File: src/hw/rtl/ccc_pkg.sv
`timescale 1ns / 1ps
`default_nettype none
// ----------------------------------------------------------------------------
// ccc_pkg: shared types, constants and helpers for the chat command classifier
// Holds the parser state word, keyword text, token layouts and the
// end-of-text acceptance rule.
// ----------------------------------------------------------------------------
package ccc_pkg;

    // message kinds, also the verdict code
    typedef enum logic [2:0] {
        KIND_NONE = 3'd0,
        KIND_AUTH = 3'd1,
        KIND_MSG  = 3'd2,
        KIND_JOIN = 3'd3,
        KIND_ERR  = 3'd4,
        KIND_BYE  = 3'd5
    } kind_t;

    // keyword ids
    typedef enum logic [3:0] {
        KW_AUTH  = 4'd0,
        KW_AS    = 4'd1,
        KW_USING = 4'd2,
        KW_JOIN  = 4'd3,
        KW_MSG   = 4'd4,
        KW_FROM  = 4'd5,
        KW_IS    = 4'd6,
        KW_ERR   = 4'd7,
        KW_BYE   = 4'd8
    } kw_t;

    // token roles inside a command layout
    typedef enum logic [1:0] {
        TOK_KW    = 2'd0,
        TOK_PARAM = 2'd1,
        TOK_TAIL  = 2'd2
    } tok_ty_t;

    typedef struct packed {
        tok_ty_t    ty;
        logic [3:0] arg;   // keyword id or parameter number
    } tok_t;

    // parser state carried from byte to byte
    typedef struct packed {
        logic [4:0] cand;      // bit0 auth, bit1 msg, bit2 join, bit3 err, bit4 bye
        logic [2:0] phase;     // token number within the layout
        logic [2:0] kpos;      // characters of the keyword matched so far
        logic       in_token;  // within a token
        logic       nonempty;  // final parameter has seen a byte
        logic       closed;    // final parameter ended by CR or LF, or text ended by a zero byte
        logic       rejected;  // shape is wrong
    } cls_state_t;

    localparam cls_state_t STATE_RESET = {5'h1F, 3'd0, 3'd0, 4'b0000};
    localparam logic [2:0] MAX_TOKENS  = 3'd6;
    localparam logic [2:0] BYE_LEN     = 3'd3;

    localparam logic [7:0] CH_NUL   = 8'h00;
    localparam logic [7:0] CH_LF    = 8'h0A;
    localparam logic [7:0] CH_CR    = 8'h0D;
    localparam logic [7:0] CH_SPACE = 8'h20;
    localparam logic [7:0] CH_B     = 8'h42;

    // ascii upper case
    function automatic logic [7:0] upcase(input logic [7:0] c);
        logic [7:0] r;
        r = c;
        if (c >= 8'h61 && c <= 8'h7A)
        begin
            r = c - 8'd32;
        end
        return r;
    endfunction

    function automatic logic is_crlf(input logic [7:0] c);
        return (c == CH_CR) || (c == CH_LF);
    endfunction

    // single remaining kind, else none
    function automatic kind_t kind_of(input logic [4:0] cand);
        kind_t k;
        unique case (cand)
            5'b00001: k = KIND_AUTH;
            5'b00010: k = KIND_MSG;
            5'b00100: k = KIND_JOIN;
            5'b01000: k = KIND_ERR;
            5'b10000: k = KIND_BYE;
            default:  k = KIND_NONE;
        endcase
        return k;
    endfunction

    // first letter of each kind's opening keyword, by candidate bit
    function automatic logic [7:0] first_char(input logic [2:0] i);
        logic [7:0] c;
        unique case (i)
            3'd0:    c = 8'h41;  // A
            3'd1:    c = 8'h4D;  // M
            3'd2:    c = 8'h4A;  // J
            3'd3:    c = 8'h45;  // E
            3'd4:    c = 8'h42;  // B
            default: c = 8'h00;
        endcase
        return c;
    endfunction

    function automatic logic [2:0] kw_len(input logic [3:0] kw);
        logic [2:0] n;
        unique case (kw)
            KW_AUTH:  n = 3'd4;
            KW_AS:    n = 3'd2;
            KW_USING: n = 3'd5;
            KW_JOIN:  n = 3'd4;
            KW_MSG:   n = 3'd3;
            KW_FROM:  n = 3'd4;
            KW_IS:    n = 3'd2;
            KW_ERR:   n = 3'd3;
            KW_BYE:   n = 3'd3;
            default:  n = 3'd0;
        endcase
        return n;
    endfunction

    // one character of a keyword, zero past its end
    function automatic logic [7:0] kw_char(input logic [3:0] kw, input logic [2:0] pos);
        logic [39:0] txt;
        logic [7:0]  c;
        unique case (kw)
            KW_AUTH:  txt = {"AUTH", 8'h00};
            KW_AS:    txt = {"AS", 24'h0};
            KW_USING: txt = "USING";
            KW_JOIN:  txt = {"JOIN", 8'h00};
            KW_MSG:   txt = {"MSG", 16'h0};
            KW_FROM:  txt = {"FROM", 8'h00};
            KW_IS:    txt = {"IS", 24'h0};
            KW_ERR:   txt = {"ERR", 16'h0};
            KW_BYE:   txt = {"BYE", 16'h0};
            default:  txt = 40'h0;
        endcase
        case (pos)
            3'd0:    c = txt[39:32];
            3'd1:    c = txt[31:24];
            3'd2:    c = txt[23:16];
            3'd3:    c = txt[15:8];
            3'd4:    c = txt[7:0];
            default: c = 8'h00;
        endcase
        return c;
    endfunction

    // token sequence of the four space-separated kinds
    function automatic tok_t layout(input kind_t k, input logic [2:0] ph);
        tok_t t;
        t = '{ty: TOK_TAIL, arg: 4'd2};
        case (k)
            KIND_AUTH:
            begin
                case (ph)
                    3'd0:    t = '{ty: TOK_KW,    arg: KW_AUTH};
                    3'd1:    t = '{ty: TOK_PARAM, arg: 4'd1};
                    3'd2:    t = '{ty: TOK_KW,    arg: KW_AS};
                    3'd3:    t = '{ty: TOK_PARAM, arg: 4'd2};
                    3'd4:    t = '{ty: TOK_KW,    arg: KW_USING};
                    default: t = '{ty: TOK_TAIL,  arg: 4'd3};
                endcase
            end
            KIND_MSG, KIND_ERR:
            begin
                case (ph)
                    3'd0:    t = '{ty: TOK_KW, arg: (k == KIND_MSG) ? KW_MSG : KW_ERR};
                    3'd1:    t = '{ty: TOK_KW,    arg: KW_FROM};
                    3'd2:    t = '{ty: TOK_PARAM, arg: 4'd1};
                    3'd3:    t = '{ty: TOK_KW,    arg: KW_IS};
                    default: t = '{ty: TOK_TAIL,  arg: 4'd2};
                endcase
            end
            KIND_JOIN:
            begin
                case (ph)
                    3'd0:    t = '{ty: TOK_KW,    arg: KW_JOIN};
                    3'd1:    t = '{ty: TOK_PARAM, arg: 4'd1};
                    3'd2:    t = '{ty: TOK_KW,    arg: KW_AS};
                    default: t = '{ty: TOK_TAIL,  arg: 4'd2};
                endcase
            end
            default: t = '{ty: TOK_TAIL, arg: 4'd2};
        endcase
        return t;
    endfunction

    // whether the text may end in this state
    function automatic logic accept_at_end(input cls_state_t s);
        kind_t k;
        tok_t  t;
        logic  ok;
        k  = kind_of(s.cand);
        t  = layout(k, s.phase);
        ok = 1'b0;
        if (k == KIND_BYE)
        begin
            ok = (s.phase == 3'd1) || (s.in_token && s.kpos == BYE_LEN);
        end
        else if (k != KIND_NONE && s.phase < MAX_TOKENS)
        begin
            ok = (t.ty == TOK_TAIL) && s.nonempty;
        end
        return ok;
    endfunction

endpackage
`default_nettype wire

File: src/hw/rtl/ccc_step.sv
`timescale 1ns / 1ps
`default_nettype none
// ----------------------------------------------------------------------------
// ccc_step: per-byte classification logic
// Combinational next-state, parameter tag and verdict for one message byte.
// ----------------------------------------------------------------------------
module ccc_step
    import ccc_pkg::*;
(
    input  cls_state_t state,
    input  logic [7:0] msg_byte,
    input  logic       last,
    output cls_state_t state_next,
    output logic [1:0] param_index,
    output kind_t      cmd_kind
);

    cls_state_t s;
    kind_t      k;
    tok_t       tok;
    logic [7:0] up;
    logic       crlf;
    logic       sp;
    logic [4:0] keep;
    logic [1:0] idx;
    kind_t      mtype;

    // candidate filter on the first letter
    always_comb
    begin
        up = upcase(msg_byte);
        for (int i = 0; i < 5; i++)
        begin
            keep[i] = state.cand[i] && (up == first_char(3'(i)));
        end
    end

    // state update for one byte
    always_comb
    begin
        s     = state;
        idx   = 2'd0;
        mtype = KIND_NONE;
        k     = kind_of(state.cand);
        tok   = layout(k, state.phase);
        crlf  = is_crlf(msg_byte);
        sp    = (msg_byte == CH_SPACE);

        if (!state.rejected && !state.closed)
        begin
            if (msg_byte == CH_NUL)
            begin
                // zero byte ends the text
                if (accept_at_end(state))
                    s.closed = 1'b1;
                else
                    s.rejected = 1'b1;
            end
            else if (k == KIND_NONE)
            begin
                // still choosing the kind
                if (sp)
                begin
                    s.cand[4] = 1'b0;
                end
                else if (crlf)
                begin
                    if (state.cand[4])
                        s.cand = 5'b10000;
                    else
                        s.rejected = 1'b1;
                end
                else if (keep == 5'b0)
                begin
                    s.rejected = 1'b1;
                end
                else
                begin
                    s.cand     = keep;
                    s.in_token = 1'b1;
                    s.kpos     = 3'd1;
                end
            end
            else if (k == KIND_BYE)
            begin
                // bye framed only by cr and lf
                if (state.phase != 3'd0)
                begin
                    if (!crlf)
                        s.rejected = 1'b1;
                end
                else if (!state.in_token)
                begin
                    if (!crlf)
                    begin
                        if (up == CH_B)
                        begin
                            s.in_token = 1'b1;
                            s.kpos     = 3'd1;
                        end
                        else
                        begin
                            s.rejected = 1'b1;
                        end
                    end
                end
                else if (crlf)
                begin
                    if (state.kpos == BYE_LEN)
                    begin
                        s.phase    = 3'd1;
                        s.in_token = 1'b0;
                    end
                    else
                    begin
                        s.rejected = 1'b1;
                    end
                end
                else if (state.kpos < BYE_LEN && up == kw_char(KW_BYE, state.kpos))
                begin
                    s.kpos = state.kpos + 3'd1;
                end
                else
                begin
                    s.rejected = 1'b1;
                end
            end
            else if (state.phase >= MAX_TOKENS)
            begin
                s.rejected = 1'b1;
            end
            else if (tok.ty == TOK_TAIL)
            begin
                // final parameter runs to cr or lf
                if (crlf)
                begin
                    if (state.nonempty)
                        s.closed = 1'b1;
                end
                else
                begin
                    s.nonempty = 1'b1;
                    idx        = tok.arg[1:0];
                end
            end
            else if (!state.in_token && sp)
            begin
                // skip separator run
            end
            else
            begin
                if (!state.in_token)
                begin
                    s.in_token = 1'b1;
                    s.kpos     = 3'd0;
                end
                if (sp)
                begin
                    if (tok.ty == TOK_KW && s.kpos != kw_len(tok.arg))
                    begin
                        s.rejected = 1'b1;
                    end
                    else
                    begin
                        s.in_token = 1'b0;
                        s.kpos     = 3'd0;
                        s.phase    = state.phase + 3'd1;
                    end
                end
                else if (tok.ty == TOK_PARAM)
                begin
                    idx = tok.arg[1:0];
                end
                else if (s.kpos < kw_len(tok.arg) && up == kw_char(tok.arg, s.kpos))
                begin
                    s.kpos = s.kpos + 3'd1;
                end
                else
                begin
                    s.rejected = 1'b1;
                end
            end
        end

        // end of message: close text, give verdict, start over
        if (last)
        begin
            if (!s.rejected && !s.closed)
            begin
                if (accept_at_end(s))
                    s.closed = 1'b1;
                else
                    s.rejected = 1'b1;
            end
            if (!s.rejected && s.closed)
                mtype = kind_of(s.cand);
            s = STATE_RESET;
        end

        state_next  = s;
        param_index = idx;
        cmd_kind    = mtype;
    end

endmodule
`default_nettype wire

File: src/hw/rtl/chat_command_classifier.sv
`timescale 1ns / 1ps
`default_nettype none
// ----------------------------------------------------------------------------
// chat_command_classifier: streaming chat command classifier
// Tags each message byte with its parameter number and gives the command
// kind on the last byte of the message.
//
//   channel  direction  handshake              word
//   input    in         in_valid / in_ready    msg_byte, last
//   output   out        out_valid / out_ready  param_index, param_byte,
//                                              is_last, cmd_kind
//
// One byte per cycle sustained while out_ready stays high; an accepted byte
// passes through the input register, then the result register, to the output.
// The parser state advances as a byte moves into the result register.
// While out_ready is low the result register holds; an empty input
// register still takes one byte, then in_ready drops.
// Reset clears both valid flags and returns the parser to its start state.
// ----------------------------------------------------------------------------
module chat_command_classifier
    import ccc_pkg::*;
(
    input  wire logic       clk,
    input  wire logic       rst_n,
    input  wire logic       in_valid,
    output logic            in_ready,
    input  wire logic [7:0] msg_byte,
    input  wire logic       last,
    output logic            out_valid,
    input  wire logic       out_ready,
    output logic [1:0]      param_index,
    output logic [7:0]      param_byte,
    output logic            is_last,
    output logic [2:0]      cmd_kind
);

    logic       in_valid_reg;
    logic [7:0] in_byte_reg;
    logic       in_last_reg;
    logic       out_valid_reg;
    logic [1:0] param_index_reg;
    logic [7:0] param_byte_reg;
    logic       is_last_reg;
    kind_t      cmd_kind_reg;
    cls_state_t state_reg;
    cls_state_t state_next;
    logic [1:0] idx_next;
    kind_t      type_next;
    logic       out_free;
    logic       advance;

    // handshake
    assign out_free = !out_valid_reg || out_ready;
    assign advance  = in_valid_reg && out_free;
    assign in_ready = !in_valid_reg || out_free;

    // input register
    always_ff @(posedge clk or negedge rst_n)
    begin
        if (!rst_n)
            in_valid_reg <= 1'b0;
        else if (in_ready)
            in_valid_reg <= in_valid;
    end

    always_ff @(posedge clk)
    begin
        if (in_ready && in_valid)
        begin
            in_byte_reg <= msg_byte;
            in_last_reg <= last;
        end
    end

    // classification of the held byte
    ccc_step u_step (
        .state       (state_reg),
        .msg_byte    (in_byte_reg),
        .last        (in_last_reg),
        .state_next  (state_next),
        .param_index (idx_next),
        .cmd_kind    (type_next)
    );

    // parser state
    always_ff @(posedge clk or negedge rst_n)
    begin
        if (!rst_n)
            state_reg <= STATE_RESET;
        else if (advance)
            state_reg <= state_next;
    end

    // result register
    always_ff @(posedge clk or negedge rst_n)
    begin
        if (!rst_n)
            out_valid_reg <= 1'b0;
        else if (out_free)
            out_valid_reg <= in_valid_reg;
    end

    always_ff @(posedge clk)
    begin
        if (advance)
        begin
            param_index_reg <= idx_next;
            param_byte_reg  <= in_byte_reg;
            is_last_reg     <= in_last_reg;
            cmd_kind_reg    <= type_next;
        end
    end

    assign out_valid   = out_valid_reg;
    assign param_index = param_index_reg;
    assign param_byte  = param_byte_reg;
    assign is_last     = is_last_reg;
    assign cmd_kind    = cmd_kind_reg;

endmodule
`default_nettype wire

File: config.mk
export PLATFORM = sky130hd
export DESIGN_NAME = chat_command_classifier
export DESIGN_NICKNAME = d
export VERILOG_FILES = /design/src/hw/rtl/ccc_pkg.sv /design/src/hw/rtl/ccc_step.sv /design/src/hw/rtl/chat_command_classifier.sv
export SDC_FILE = /design/constraint.sdc
export NUM_CORES = 1
export LEC_CHECK = 0
export ABC_AREA = 1
export BUFFER_PORTS_ARGS = -buffer_cell sky130_fd_sc_hd__buf_2
export CAP_MARGIN = 20
export CELL_PAD_IN_SITES_DETAIL_PLACEMENT = 0
export CELL_PAD_IN_SITES_GLOBAL_PLACEMENT = 1
export CORE_MARGIN = 3
export CORE_UTILIZATION = 35
export DETAILED_ROUTE_END_ITERATION = 10
export GPL_TIMING_DRIVEN = 0
export PLACE_DENSITY = 0.77
export SETUP_SLACK_MARGIN = 0.4
export SYNTH_ARGS = -nofsm -noshare
export SYNTH_HDL_FRONTEND = slang
export SYNTH_SLANG_ARGS = --single-unit
export TNS_END_PERCENT = 30
File: constraint.sdc
create_clock -name clk -period 3.8 [get_ports clk]
set_clock_uncertainty 0.15 [all_clocks]
set_input_delay 0.19 -clock clk [delete_from_list [all_inputs] [get_ports clk]]
set_output_delay 0.19 -clock clk [all_outputs]
set_load 0.02 [all_outputs]
After elaboration in Yosys (flattened, before gate mapping)
Memories as Yosys holds them, arrays and structs flattened.
Cells that the tools add are included.

storage, ports and cells
  bits in registers = 40
  ROM bits = 528
  output and inout port bits = 16
  logic and storage cells = 285
  memories kept = 3

operators by class
  $add $sub $neg = 4
  order comparisons = 7
  equal/unequal tests = 56
  multiplexer cells = 149
  bitwise gates (word level) = 1
  reduce and logical (&&, ||, !) cells = 50

memory list
  name              depth  width  read ports  clocked after memory_dff  wr ports  line            source
  (name not given)  16     27     1           0                         0         ccc_pkg.sv:130  unique case (kw)
  (name not given)  16     3      1           0                         0         ccc_pkg.sv:111  unique case (kw)
  (name not given)  16     3      1           0                         0         ccc_pkg.sv:111

operator list
  operator            count
  $mux 8              17
  $mux 3              31
  $pmux 6 s3          5
  $pmux 6 s4          3
  $mux 4              16
  $pmux 6 s5          2
  $eq 3x2->1 const B  15
  $eq 8x7->1 const B  5
  $mux 1              40
  $pmux 8 s5          1
  $mux 7              5
  $mux 15             2
  $pmux 3 s5          2
  $mux 2              14
  $eq 3x3->1 const B  9
  $mux 6              4
  $eq 3x1->1 const B  7
  $logic_and 1x1->1   21
  $pmux 7 s3          1
  $mux 5              4
  $eq 8x4->1 const B  2
  $eq 8x8->1          2
  $logic_not 3->1     5
  $mux 13             1
  28 further kinds    53

Longest topological paths before layout
Gate-level depths: netlist of run 1.

  depth in word-level cells = 58
  mapped depth = 37

By module
A second synthesis of run 1 with hierarchy kept.

second synthesis, totals
  cells, all modules = 607
  area, all modules = 4196.5 um^2

by module, submodules not included
  module                   instances  cells each  area an instance (um^2)  sequential area each (um^2)
  ccc_step                 1          509         2741.4                   0.0
  chat_command_classifier  1          98          1455.1                   1122.3

Worst setup path before layout of run 1
No wires, ideal clock.

  path kind = reg2reg
  start = reg state_reg[8] (netlist bit)
  end = reg cmd_kind_reg[0], in the netlist cmd_kind[0] (data pin)
  setup time = 251 ps
  arrival = 3672 ps
  path slack = -273 ps
  cell stages (with the launch flop) = 37
  period minus slack after synthesis = 4073 ps
  path through = dfrtp_1 inv_1 ha_1 nand2_4 inv_4 nand2_1 nand2_1 nand2_1 nand2_1 nor2_2 ha_1 inv_1 nand3_2 nand2_1 ha_1 a21oi_1 o21ai_0 nor3_1 nand3_1 nor2_1 nand2_1 nor2_2 nand3_2 nor2_1 nand2_1 nand3_1 nand2_1 nand2_1 nand2_1 nand2_1 nor2_1 nand3_1 nand2_1 nand2_1 nand2_1 nand2_2 nor2_1

on the way
  word-level cells in the longest chain between the ends = 40

RTL lines
  item                                line                            source
  start, declared                     chat_command_classifier.sv:45   cls_state_t state_reg;
  start signal, assigned              chat_command_classifier.sv:91   state_reg <= state_next;
  $eq 3x3->1 (tied with other cells)  ccc_pkg.sv:160                  case (ph)
  $pmux 6 s5 (tied with other cells)  ccc_pkg.sv:160
  $pmux 6 s3                          ccc_pkg.sv:157                  case (k)
  $mem_v2 16x3                        --
  $mux 3                              ccc_step.sv:157                 if (sp)
  $mux 3                              ccc_step.sv:146                 else if (!state.in_token && sp)
  $mux 3                              ccc_step.sv:132                 else if (tok.ty == TOK_TAIL)
  $mux 3                              ccc_step.sv:128                 else if (state.phase >= MAX_TOKENS)
  [24 not listed]                     --
  $mux 1                              ccc_step.sv:188                 if (!s.rejected && !s.closed)
  $mux 1                              ccc_step.sv:186                 if (last)
  $mux 1                              ccc_step.sv:190                 if (accept_at_end(s))
  $mux 2 (*)                          ccc_step.sv:188
  $mux 2 (*)                          ccc_step.sv:186
  $logic_not 1->1                     ccc_step.sv:195                 if (!s.rejected && s.closed)
  $logic_and 1x1->1 (*)               ccc_step.sv:195
  $reduce_and 2->1 (no line) (*)      --
  end signal, assigned                chat_command_classifier.sv:110  cmd_kind_reg <= type_next;
  end, declared                       chat_command_classifier.sv:44   kind_t cmd_kind_reg;

Every way passes the cells marked *; elsewhere a longest branch is shown, timed or not. The select of a mux whose other input is x is not followed.
A chain may end at the register's enable or synchronous reset.

Worst setup path after layout of run 1
  start = reg state_reg[14] (netlist bit)
  end = reg cmd_kind_reg[1], in the netlist cmd_kind[1] (data pin)

on the way
  word-level cells in the longest chain between the ends = 43

RTL lines
  item                                line                            source
  $eq 5x5->1 (tied with other cells)  ccc_pkg.sv:84                   unique case (cand)
  $pmux 3 s5                          ccc_pkg.sv:84
  $eq 3x2->1                          ccc_pkg.sv:157, ccc_pkg.sv:172
  $mux 2                              ccc_pkg.sv:172                  3'd0: t = '{ty: TOK_KW, arg: (k == KIND_MSG) ? KW_MSG : KW_ERR};
  $pmux 6 s4                          ccc_pkg.sv:171                  case (ph)
  $pmux 6 s3                          ccc_pkg.sv:157
  $mem_v2 16x3                        --
  $mux 3                              ccc_step.sv:157
  [27 not listed]                     --
  $mux 1                              ccc_step.sv:188
  $mux 1                              ccc_step.sv:186
  $mux 1                              ccc_step.sv:190
  $mux 2                              ccc_step.sv:188
  $mux 2                              ccc_step.sv:186
  $logic_not 1->1                     ccc_step.sv:195
  $logic_and 1x1->1                   ccc_step.sv:195
  $reduce_and 2->1 (no line)          --

Marked as above.

==> results of run 1 <==
[layout make-up]
class / instances / area share (%)
buffer: 3 / 0.549
clock buffer: 5 / 1.37
clock inverter: 3 / 0.923
inverter: 89 / 7.04
multi-input combinational: 423 / 53.0
sequential: 40 / 22.5
tap: 136 / 3.39
timing repair buffer: 78 / 11.3
[where the power goes]
part	switching, µW	internal (µW)	total, µW	leakage, µW
combinational	387	216	602	0.00179
clock	186	198	385	0.0000548
sequential	58.0	535	593	0.000430
total	631	949	1580	0.00227
[path summary, 6_finish.rpt]
kind | start | endpoint | cells after the start
worst max-delay path | state_reg[14]$_DFFE_PN1P_ | cmd_kind[1]$_SDFFCE_PN0P_ | 33
worst min-delay path | rst_n | state_reg[5]$_DFFE_PN0P_ | 2
worst max register to register | state_reg[14]$_DFFE_PN1P_ | cmd_kind[1]$_SDFFCE_PN0P_ | 33
worst min register to register | in_byte_reg[7]$_DFFE_PP_ | param_byte[7]$_DFFE_PP_ | 0
max in group asynchronous | rst_n | state_reg[11]$_DFFE_PN1P_ | 2
min in group clk | in_byte_reg[7]$_DFFE_PP_ | param_byte[7]$_DFFE_PP_ | 0
[metrics by stage]
stage	util, %	instance area, µm²
finish	47.9	5010
CTS	46.1	4830
global route	47.9	5010
global placement	40.3	4220
floorplan	-	3910
detailed placement	40.3	4220
[placed cells by master (no fill, tap or decap), types with 6 or more instances in the layout]
cell type      instances
nor2_4                 8
edfxtp_1              23
nand4_1               12
nand3_1               40
inv_1                 65
buf_4                 35
nand2_2               18
nand3_4                6
ha_4                   9
ha_1                  17
buf_2                 29
dfrtp_1                9
a21oi_2                6
inv_2                 15
o21ai_2                6
nand3_2                8
nor2_2                11
dlygate4sd3_1         12
nand2_1              131
nor2_1                51
o21ai_0               26
a21oi_1               20
[timing repair]
action | CTS | global route
gates resized for setup | 42 | 23
setup buffers | 25 | 13
endpoints found under the setup margin | 11 | 11
pin swaps | 8 | 30
hold endpoints to repair | 28 | 0
hold buffers | 12 | 0
[cell families (layout without fill, tap and decap cells)]
kind of cell               count (synthesis)  in the layout  synth area share [%]
AOI/OAI and AO/OA                         92             92                  15.1
xor gates and xnor gates                   1              1                 0.230
adders and majority gates                 27             27                  8.88
buffers and inverters                     92            178                  9.64
DFF                                       40             40                  29.5
and+or+nand+nor                          303            303                  36.6
[layer usage]
layer  global-route usage (%)  wire length (µm)  vias up
li1                         -                 -     2013
met1                     27.1              5300     1931
met2                     33.0              5550      130
met3                     2.10               518       21
met4                     6.51               246        0
met5                        0                 0        -
==> metrics.cfg, run 1 <==
[timing]
worst_pin_slew_ns=0.854
relSlewSlack_pct=42.7
fmax_ghz=0.228
slew_viol_final=0
setup_violations=7
rsz0062_at_grt=yes
setup_ws_ns=-0.580
final.period_utilization_pct=115
tns_ns=-2.77
fin_hold_ws_ns=0.192
period_needed_ns=4.38
hold_viol=0

[run_status]
status=complete, but fails checks
violations=setup timing

[global_route]
grt_pass1_wl_um=19000
grt_pass1_vias=4000
overflow=0
grt_antenna_before_repair=0
grt_max_degree=24
grtUsageTotal_pct=19.9

[worst_setup_path]
critical_path_class=register to register
worstPathArrival_ns=4.30
cp-start-kind=register
cp_max_fo=6
r2r_slack_ns=-0.58
critPathSlowestCell=dfstp_2
cpMostUsedCell=nand2_1
cp_top_family=simple AND/OR/NAND/NOR gates
critPathRequiredTime_ns=3.72
slowest_delay_ns=0.57
end_kind=register
crit_buf_inv=3

[cts]
clkLatencyLatePin_ns=0.31
cts_tree=built
cts_root_buf=clkbuf_8
cts_max_level=2
cts_buffers=5
clkTransAtPathRegs_ns=0.10
clock_path_buffers=2
cts_num_sinks=40

[die]
start_util_pct=36.4
rows=37
core_area_um2=10500
die_area_um2=12200
die_y_um=110
io_pins=29
die_x_um=110

[placed_design]
place_inst=719
place.detailed.hpwl_um=8630
pre_cts_ws_ns=-0.858
portBuffers=28
place_congestion=0.906

[drt]
drtPass1Iterations=5
wl_um=11600
num_vias=4095
antenna_left=0
drtIter0Drc=279
wl_per_cell_um=15.0
viasPerCell=5.27
drcViolationCount=0

[yosys]
yosysTopAreaCell=edfxtp_1
syn-instance-count=555
ys_seq_area_share_pct=29.5
yosys-top-cells-count=nand2_1, inv_1, nor2_1, nand3_1, o21ai_0
postSynthNetCount=595
synthTopCellsByArea=edfxtp_1, nand2_1, ha_1
synth_ff_type=edfxtp_1
synth_area_per_cell_um2=6.85
async_reset_ff_share_pct=42.5
synth_edf_count=23
ys_ff_latch=40
synth_cell_types=48
ys_warn_count=0
synth_area_um2=3800
synth_top_area_share_pct=18.2
synth_most_common_cell=nand2_1

[cells_and_area]
largest_register_ffs=15
drive_gt1_share_pct=30.4
stdcell_count=777
multi_input_area_um2=2660
antenna_cells=0
fill_cells=1065
synthToLayoutAreaGrowth_pct=31.8
ff_latch_area_um2=1130
fin_nets=680

[hold_path]
hold_path_class=primary input to asynchronous set/reset pin

[power_and_ir_drop]
leakage_uw=0.00227
p_per_area_nw_per_um2=315
total_power_uw=1580
ir_worst_vdd_mv=0.299

[job]
maxCapViolCount=0

(Power assumes the default switching activity.)
==> run 2: changes to the inputs <==
--- a/config.mk
+++ b/config.mk
@@ -5,7 +5,7 @@
 export SDC_FILE = /design/constraint.sdc
 export NUM_CORES = 1
 export LEC_CHECK = 0
-export ABC_AREA = 1
+export ABC_AREA = 0
 export BUFFER_PORTS_ARGS = -buffer_cell sky130_fd_sc_hd__buf_2
 export CAP_MARGIN = 20
 export CELL_PAD_IN_SITES_DETAIL_PLACEMENT = 0
@@ -14,7 +14,7 @@
 export CORE_UTILIZATION = 35
 export DETAILED_ROUTE_END_ITERATION = 10
 export GPL_TIMING_DRIVEN = 0
-export PLACE_DENSITY = 0.77
+export PLACE_DENSITY = 0.74
 export SETUP_SLACK_MARGIN = 0.4
 export SYNTH_ARGS = -nofsm -noshare
 export SYNTH_HDL_FRONTEND = slang
==> run 2 against run 1 <==
The run still ends with setup timing left. Largest cell class unchanged. Design area grew 14%. Wire length is 27% higher. Sequential power down 13%. Total power decreased by 12%. Critical path type unchanged. Highest routed layer unchanged.
==> metrics.cfg, run 2 <==
[worst_setup_path]
path_cells=inv_4 > ha_4 > nor3_4 > buf_4 > o31ai_4 > nand2_2 > a21oi_4 > buf_6 > inv_6 > ha_4 > o21ai_2 > ha_1 > nand3_2 > nand3_4 > and4_1 > or4_4 > a2111oi_4 > nor2_2 > o31ai_4 > a21oi_4 > nor3_2
critPathRequiredTime_ns=3.78  ; was 3.72 ns
critPathSlowestCell=or4_4  ; was dfstp_2
critical_path_class=register to register  ; unchanged
cp-start-kind=register  ; unchanged
slowest_delay_ns=0.59  ; was 0.57 ns
crit_buf_inv=4  ; was 3
end_kind=register  ; unchanged
reg2reg_to=cmd_kind[1]$_SDFFCE_PN0P_  ; unchanged
reg2reg_depth=21  ; was 33
cp_max_fo=7  ; was 6
r2r_slack_ns=-0.87  ; was -0.58 ns
cp_top_family=simple AND/OR/NAND/NOR gates  ; unchanged
startpoint=state_reg[8]$_DFFE_PN0P_  ; was state_reg[14]$_DFFE_PN1P_
r2r-start=state_reg[8]$_DFFE_PN0P_  ; was state_reg[14]$_DFFE_PN1P_
worstPathArrival_ns=4.65  ; was 4.30 ns

[yosys]
synth_area_per_cell_um2=8.26  ; was 6.85 µm²
synth_most_common_cell=nand2_1  ; unchanged
synth_top_area_share_pct=16.6  ; was 18.2%
syn-instance-count=503  ; was 555
synth_cell_types=87  ; was 48
postSynthNetCount=543  ; was 595
async_reset_ff_share_pct=42.5  ; unchanged
ys_ff_latch=40  ; unchanged
synth_edf_count=23  ; unchanged
synth_ff_type=edfxtp_1  ; unchanged
ys_warn_count=0  ; unchanged
yosysTopAreaCell=edfxtp_1  ; unchanged
yosys-top-cells-count=nand2_1, nor2_1, a21oi_1, o21ai_0, ha_1  ; was nand2_1, inv_1, nor2_1, nand3_1, o21ai_0
synthTopCellsByArea=edfxtp_1, ha_1, dfrtp_1  ; was edfxtp_1, nand2_1, ha_1
ys_seq_area_share_pct=27.0  ; was 29.5%
synth_area_um2=4160  ; was 3800 µm²

[cts]
cts_root_buf=clkbuf_16  ; was clkbuf_8
cts_max_level=2  ; unchanged
cts_tree=built  ; unchanged
clkTransAtPathRegs_ns=0.06  ; was 0.10 ns
cts_buffers=5  ; unchanged
clock_path_buffers=2  ; unchanged
cts_num_sinks=40  ; unchanged
clkLatencyLatePin_ns=0.29  ; was 0.31 ns

[placed_design]
place.detailed.hpwl_um=10400  ; was 8630 µm
place_inst=675  ; was 719
place_congestion=0.886  ; was 0.906
pre_cts_ws_ns=-1.36  ; was -0.858 ns
portBuffers=28  ; unchanged

[die]
die_area_um2=13200  ; was 12,200 µm²
start_util_pct=36.1  ; was 36.4%
die_y_um=115  ; was 110 µm
die_x_um=115  ; was 110 µm
io_pins=29  ; unchanged
rows=39  ; was 37
core_area_um2=11500  ; was 10,500 µm²

[hold_path]
holdPathEnd=out_valid$_DFFE_PN0P_
hp-start=out_ready
holdPathStages=3
hold_path_class=primary input to register  ; was primary input to asynchronous set/reset pin

[drt]
drtIter0Drc=513  ; was 279
wl_per_cell_um=20.0  ; was 15.0 µm
wl_um=14800  ; was 11,600 µm
drtPass1Iterations=6  ; was 5
antenna_left=0  ; unchanged
drcViolationCount=0  ; unchanged
viasPerCell=6.19  ; was 5.27
num_vias=4572  ; was 4,095

[cells_and_area]
synthToLayoutAreaGrowth_pct=37.4  ; was 31.8%
fin_nets=635  ; was 680
antenna_cells=0  ; unchanged
layout_commonest_cell=nand2_1  ; unchanged
multi_input_area_um2=3330  ; was 2660 µm²
largest_register_ffs=15  ; unchanged
fill_cells=1073  ; was 1,065
ff_latch_area_um2=1120  ; was 1130 µm²
drive_gt1_share_pct=32.0  ; was 30.4%
stdcell_count=739  ; was 777
final_cell_mix=nand2_1, buf_4, buf_2, nor2_1, a21oi_1  ; was nand2_1, inv_1, nor2_1, nand3_1, buf_4

[global_route]
grt_antenna_before_repair=0  ; unchanged
grtUsageTotal_pct=21.8  ; was 19.9%
grt_pass1_wl_um=23000  ; was 19,000 µm
overflow=0  ; unchanged
grt_max_degree=18  ; was 24
grt_pass1_vias=4447  ; was 4,000

[run_status]
violations=setup timing  ; unchanged
status=complete, but fails checks  ; unchanged

[timing]
fin_hold_ws_ns=0.0585  ; was 0.192 ns
fmax_ghz=0.214  ; was 0.228 GHz
period_needed_ns=4.67  ; was 4.38 ns
tns_ns=-4.35  ; was -2.77 ns
relSlewSlack_pct=40.5  ; was 42.7%
hold_viol=0  ; unchanged
setup_violations=9  ; was 7
rsz0062_at_grt=yes  ; unchanged
setup_ws_ns=-0.874  ; was -0.580 ns
final.period_utilization_pct=123  ; was 115%
worst_pin_slew_ns=0.881  ; was 0.854 ns
slew_viol_final=0  ; unchanged

[power_and_ir_drop]
p_per_area_nw_per_um2=244  ; was 315 nW/µm²
ir_worst_vdd_mv=0.227  ; was 0.299 mV
leakage_uw=0.00211  ; was 0.00227 µW
total_power_uw=1390  ; was 1580 µW

[job]
maxCapViolCount=0  ; unchanged

-- run 2: how the worst max path moves through the flow --
stage,end,slack (ns),depth (start not counted)
final,cmd_kind[1]$_SDFFCE_PN0P_,-0.87,21
after global routing,cmd_kind[1]$_SDFFCE_PN0P_,-1.02,21
after CTS,cmd_kind[0]$_SDFFCE_PN0P_,-0.88,20
after detailed placement,cmd_kind[1]$_SDFFCE_PN0P_,-1.36,19
after global placement,cmd_kind[0]$_SDFFCE_PN0P_,-1.27,19
after floorplan,cmd_kind[0]$_SDFFCE_PN0P_,-0.42,19
-- run 2: power breakdown --
group | switching [µW] | internal, µW
clock | 182 | 312
combinational | 236 | 146
sequential | 23.4 | 491
total | 441 | 950
-- run 2: cell families (layout without fill, tap and decap cells) --
family                   count (synthesis)  count (layout)  synth area share [%]
multiplexers                             7               7                  1.78
buffers and inverters                   52             145                  5.09
XOR/XNOR                                11              11                  2.32
AO/OA/AOI/OAI                          166             166                  28.4
adder cells (fa/ha/maj)                 27              27                  8.13
AND/OR/NAND/NOR                        200             200                  27.3
flip-flops                              40              40                  27.0
-- run 2: repair_timing --
item,4_1_cts,5_1_grt
gates resized for setup,36,48
buffers inserted,22,23
endpoints found under the hold margin,22,0
hold buffers,11,0
pin swaps,19,40
setup endpoints to repair,11,11
-- run 2: worst min-delay path: cells and delay by family --
kind | cells | cell delay, ns
buffers and inverters | 1 | 0.08
and+or+nand+nor | 2 | 0.18
-- run 2: routing by layer --
metal  track usage, %  share of wire, %
met3             2.37               5.0
met5                0                 0
met1             29.0                43
met2             36.5                49
met4             8.06               3.2
-- run 2: area by class of cell --
cell class	count	share of cell area, %
plain buffers	28	3.02
clock buffers	5	2.19
clock inverters	3	0.833
inverters	24	1.75
multi-input cells	411	58.3
flip-flops and latches	40	19.7
well taps	143	3.13
repair buffers	85	11.0
-- run 2: through the flow --
stage | cell area (µm²) | util (%)
6_report | 5710 | 49.6
5_1_grt | 5710 | 49.6
4_1_cts | 5290 | 46.0
3_5_place_dp | 4640 | 40.3
3_3_place_gp | 4630 | 40.2
2_1_floorplan | 4310 | -
==> run 3: changes to the inputs <==
--- a/config.mk
+++ b/config.mk
@@ -18,5 +18,6 @@
 export SETUP_SLACK_MARGIN = 0.4
 export SYNTH_ARGS = -nofsm -noshare
 export SYNTH_HDL_FRONTEND = slang
+export SYNTH_HIERARCHICAL = 1
 export SYNTH_SLANG_ARGS = --single-unit
 export TNS_END_PERCENT = 30
==> run 3 against run 2 <==
The flow still finishes with violations (setup timing). Register-to-register slack got worse by 0.20 ns. Non-clock buffer count fell by 20. Sequential cell count did not move. Wire length fell by 0.32%. Combinational power fell by 40%. Critical path type unchanged. Critical endpoint is now cmd_kind[0]$_DFFE_PP_. Largest power group unchanged.
==> metrics.cfg, run 3 <==
[yosys]
synth_top_area_share_pct=16.2  ; was 16.6%
ys_ff_latch=40  ; unchanged
synth_area_per_cell_um2=8.28  ; was 8.26 µm²
async_reset_ff_share_pct=42.5  ; unchanged
synth_cell_types=77  ; was 87
synth_area_um2=4270  ; was 4160 µm²
synth_most_common_cell=nand2_1  ; unchanged
postSynthNetCount=556  ; was 543
yosysTopAreaCell=edfxtp_1  ; unchanged
ys_warn_count=6  ; was 0
yosys-top-cells-count=nand2_1, nor2_1, ha_1, o21ai_0, edfxtp_1  ; was nand2_1, nor2_1, a21oi_1, o21ai_0, ha_1
syn-instance-count=516  ; was 503
ys_seq_area_share_pct=26.3  ; was 27.0%
synth_ff_type=edfxtp_1  ; unchanged
synth_edf_count=23  ; unchanged
synthTopCellsByArea=edfxtp_1, ha_1, dfrtp_1  ; unchanged

[worst_setup_path]
critPathRequiredTime_ns=3.69  ; was 3.78 ns
critical_path_class=register to register  ; unchanged
cp-start-kind=register  ; unchanged
r2r_slack_ns=-1.08  ; was -0.87 ns
reg2reg_to=cmd_kind[0]$_DFFE_PP_  ; was cmd_kind[1]$_SDFFCE_PN0P_
end_kind=register  ; unchanged
reg2reg_depth=20  ; was 21
cp_max_fo=10  ; was 7
r2r-start=state_reg[11]$_DFFE_PN1P_  ; was state_reg[8]$_DFFE_PN0P_
worstPathArrival_ns=4.77  ; was 4.65 ns

[cells_and_area]
fill_cells=1148  ; was 1,073
largest_register_ffs=15  ; unchanged
synthToLayoutAreaGrowth_pct=28.4  ; was 37.4%
stdcell_count=734  ; was 739
drive_gt1_share_pct=30.8  ; was 32.0%
layout_commonest_cell=nand2_1  ; unchanged
final_area_um2=5480  ; was 5710 µm²
antenna_cells=0  ; unchanged
final_cell_mix=nand2_1, nor2_1, buf_2, buf_4, edfxtp_1  ; was nand2_1, buf_4, buf_2, nor2_1, a21oi_1
fin_nets=630  ; was 635

[hold_path]
holdPathStages=3  ; unchanged
hp-start=out_ready  ; unchanged
hold_path_class=primary input to register  ; unchanged
holdPathEnd=in_valid_reg$_DFFE_PN0P_  ; was out_valid$_DFFE_PN0P_

[cts]
clock_path_buffers=2  ; unchanged
clkTransAtPathRegs_ns=0.06  ; about the same
cts_buffers=5  ; unchanged
cts_num_sinks=40  ; unchanged
cts_tree=built  ; unchanged
cts_root_buf=clkbuf_16  ; unchanged
cts_max_level=2  ; unchanged
clkLatencyLatePin_ns=0.28  ; was 0.29 ns

[global_route]
use_met3_pct=3.16  ; was 2.37%
grt_antenna_before_repair=0  ; unchanged
grtUsageTotal_pct=22.1  ; was 21.8%
use_met1_pct=32.2  ; was 29.0%
grt_pass1_vias=4255  ; was 4,447
overflow=0  ; unchanged
grt_busiest_layer=met2  ; unchanged
grt.met2_usage_pct=35.7  ; was 36.5%
grt_max_degree=18  ; unchanged
grt_pass1_wl_um=23400  ; was 23,000 µm

[placed_design]
place.detailed.hpwl_um=10900  ; was 10,400 µm
postPlaceCellArea_um2=4730  ; was 4640 µm²
place_congestion=0.938  ; was 0.886
place_inst=687  ; was 675
portBuffers=28  ; unchanged

[drt]
num_vias=4510  ; was 4,572
drtPass1Iterations=6  ; unchanged
viasPerCell=6.14  ; was 6.19
drtIter0Drc=567  ; was 513
wl_per_cell_um=20.1  ; was 20.0 µm
antenna_left=0  ; unchanged
drcViolationCount=0  ; unchanged
wl_um=14800  ; about the same

[die]
core_area_um2=11700  ; was 11,500 µm²
die_area_um2=13600  ; was 13,200 µm²
start_util_pct=36.6  ; was 36.1%
io_pins=29  ; unchanged
die_x_um=116  ; was 115 µm
rows=39  ; unchanged
die_y_um=116  ; was 115 µm

[timing]
fmax_ghz=0.205  ; was 0.214 GHz
worst_pin_slew_ns=0.853  ; was 0.881 ns
hold_viol=0  ; unchanged
slew_viol_final=0  ; unchanged
setup_violations=10  ; was 9
period_needed_ns=4.88  ; was 4.67 ns
final.period_utilization_pct=128  ; was 123%
setup_ws_ns=-1.08  ; was -0.874 ns
relSlewSlack_pct=42.8  ; was 40.5%
rsz0062_at_grt=yes  ; unchanged

[power_and_ir_drop]
ir_worst_vdd_mv=0.169  ; was 0.227 mV
swShare_pct=29.0  ; was 31.7%
power_frac_seq_pct=44.5  ; was 37.0%
power.switching_uw=335  ; was 441 µW
intPower_uw=821  ; was 950 µW
combinationalPowerShare_pct=19.8  ; was 27.5%
p_per_area_nw_per_um2=211  ; was 244 nW/µm²
power.share.clock_pct=35.8  ; was 35.5%
leakage_uw=0.00206  ; was 0.00211 µW

[job]
maxCapViolCount=0  ; unchanged

[run_status]
status=complete, but fails checks  ; unchanged
violations=setup timing  ; unchanged

[run 3: cell count changes after synthesis, moves of 4 or more]
| cell | delta |
|---|---|
| a21oi_1 | -13 |
| a221oi_1 | -4 |
| buf_2 | -7 |
| clkbuf_1 | +4 |
| mux2_2 | +5 |
| mux2_4 | +9 |
| nand2b_1 | +6 |
| nand3_1 | +5 |
| nand3b_1 | -5 |
| nand4_1 | +6 |
| nor2_1 | +7 |
| nor2b_1 | +6 |
| nor3b_1 | +4 |
| o2111ai_1 | -4 |
[run 3: worst max path at each step]
| stage | start | endpoint | slack (ns) | cells after the start |
|---|---|---|---|---|
| 6_report | state_reg[11]$_DFFE_PN1P_ | cmd_kind[0]$_DFFE_PP_ | -1.08 | 20 |
| 5_1_grt | state_reg[7]$_DFFE_PN0P_ | cmd_kind[2]$_DFFE_PP_ | -1.22 | 23 |
| 4_1_cts | state_reg[8]$_DFFE_PN0P_ | cmd_kind[0]$_DFFE_PP_ | -1.14 | 20 |
| 3_5_place_dp | state_reg[8]$_DFFE_PN0P_ | cmd_kind[2]$_DFFE_PP_ | -1.65 | 22 |
| 3_3_place_gp | state_reg[8]$_DFFE_PN0P_ | cmd_kind[0]$_DFFE_PP_ | -1.71 | 22 |
| 2_1_floorplan | state_reg[8]$_DFFE_PN0P_ | cmd_kind[0]$_DFFE_PP_ | -0.79 | 20 |
[run 3: metal layers]
metal  part of all wire (%)  up-vias  wire length, µm
met5                      0        -                0
met4                    1.3        0              194
met3                    6.0       21              892
met2                     46      175             6800
met1                     47     2213             6880
li1                       -     2101                -
[run 3: cell families after synthesis]
family          count (synthesis)  synth area share, %
simple gates                  223                 28.2
flops                          40                 26.3
compound gates                149                 24.9
xor+xnor                        8                 1.64
mux                            20                 5.98
fa+ha+maj                      27                 7.91
buf+inv                        49                 5.04
[run 3: layout make-up]
class / instances / area (µm²) / area share (%)
clock buffers: 6 / 129 / 2.35
flip-flops and latches: 40 / 1120 / 20.5
plain buffers: 26 / 168 / 3.06
well taps: 143 / 179 / 3.26
inverters: 23 / 98.8 / 1.80
clock inverters: 2 / 11.3 / 0.205
repair buffers: 67 / 484 / 8.83
multi-input cells: 427 / 3290 / 60.0
[run 3: worst max-delay path: stages, from the launching register on]
cell and delay [ns]:
dfstp_2 0.53, buf_4 0.15, buf_6 0.15, nor3b_2 0.24
nand3_1 0.13, a21o_1 0.26, a21oi_4 0.16, buf_12 0.14
inv_6 0.05, ha_4 0.16, nor2b_1 0.10, o21ai_1 0.08
o31a_1 0.26, and3_1 0.17, or4_4 0.53, buf_6 0.14
or4_4 0.47, a32o_2 0.31, a31oi_4 0.16, o211ai_1 0.13
nor3b_2 0.17
[run 3: stage by stage]
| stage | hold slack [ns] | power [µW] | setup TNS, ns | util (%) | worst slack [ns] |
|---|---|---|---|---|---|
| global route | 0.121 | 1210 | -8.46 | 47.0 | -1.22 |
| global placement | -0.0114 | 726 | -13.05 | 40.5 | -1.71 |
| detailed placement | -0.00683 | 728 | -12.49 | 40.5 | -1.65 |
| finish | 0.0781 | 1160 | -6.80 | 47.0 | -1.08 |
| floorplan | -0.256 | 658 | -3.95 | - | -0.793 |
| CTS | 0.0812 | 1160 | -7.65 | 45.9 | -1.14 |
[run 3: what timing repair did]
item	4_1_cts	5_1_grt
pin swaps	23	9
gates resized for setup	48	30
hold buffers	11	0
endpoints found under the setup margin	15	15
buffers inserted	24	4
hold endpoints to repair	27	0
[run 3: power by group through the flow]
stage / Clock, µW / Sequential (µW) / Combinational, µW
floorplan: 0 / 530 / 129
global placement: 0 / 521 / 205
detailed placement: 0 / 522 / 206
CTS: 427 / 514 / 224
global route: 444 / 518 / 248
finish: 413 / 514 / 228
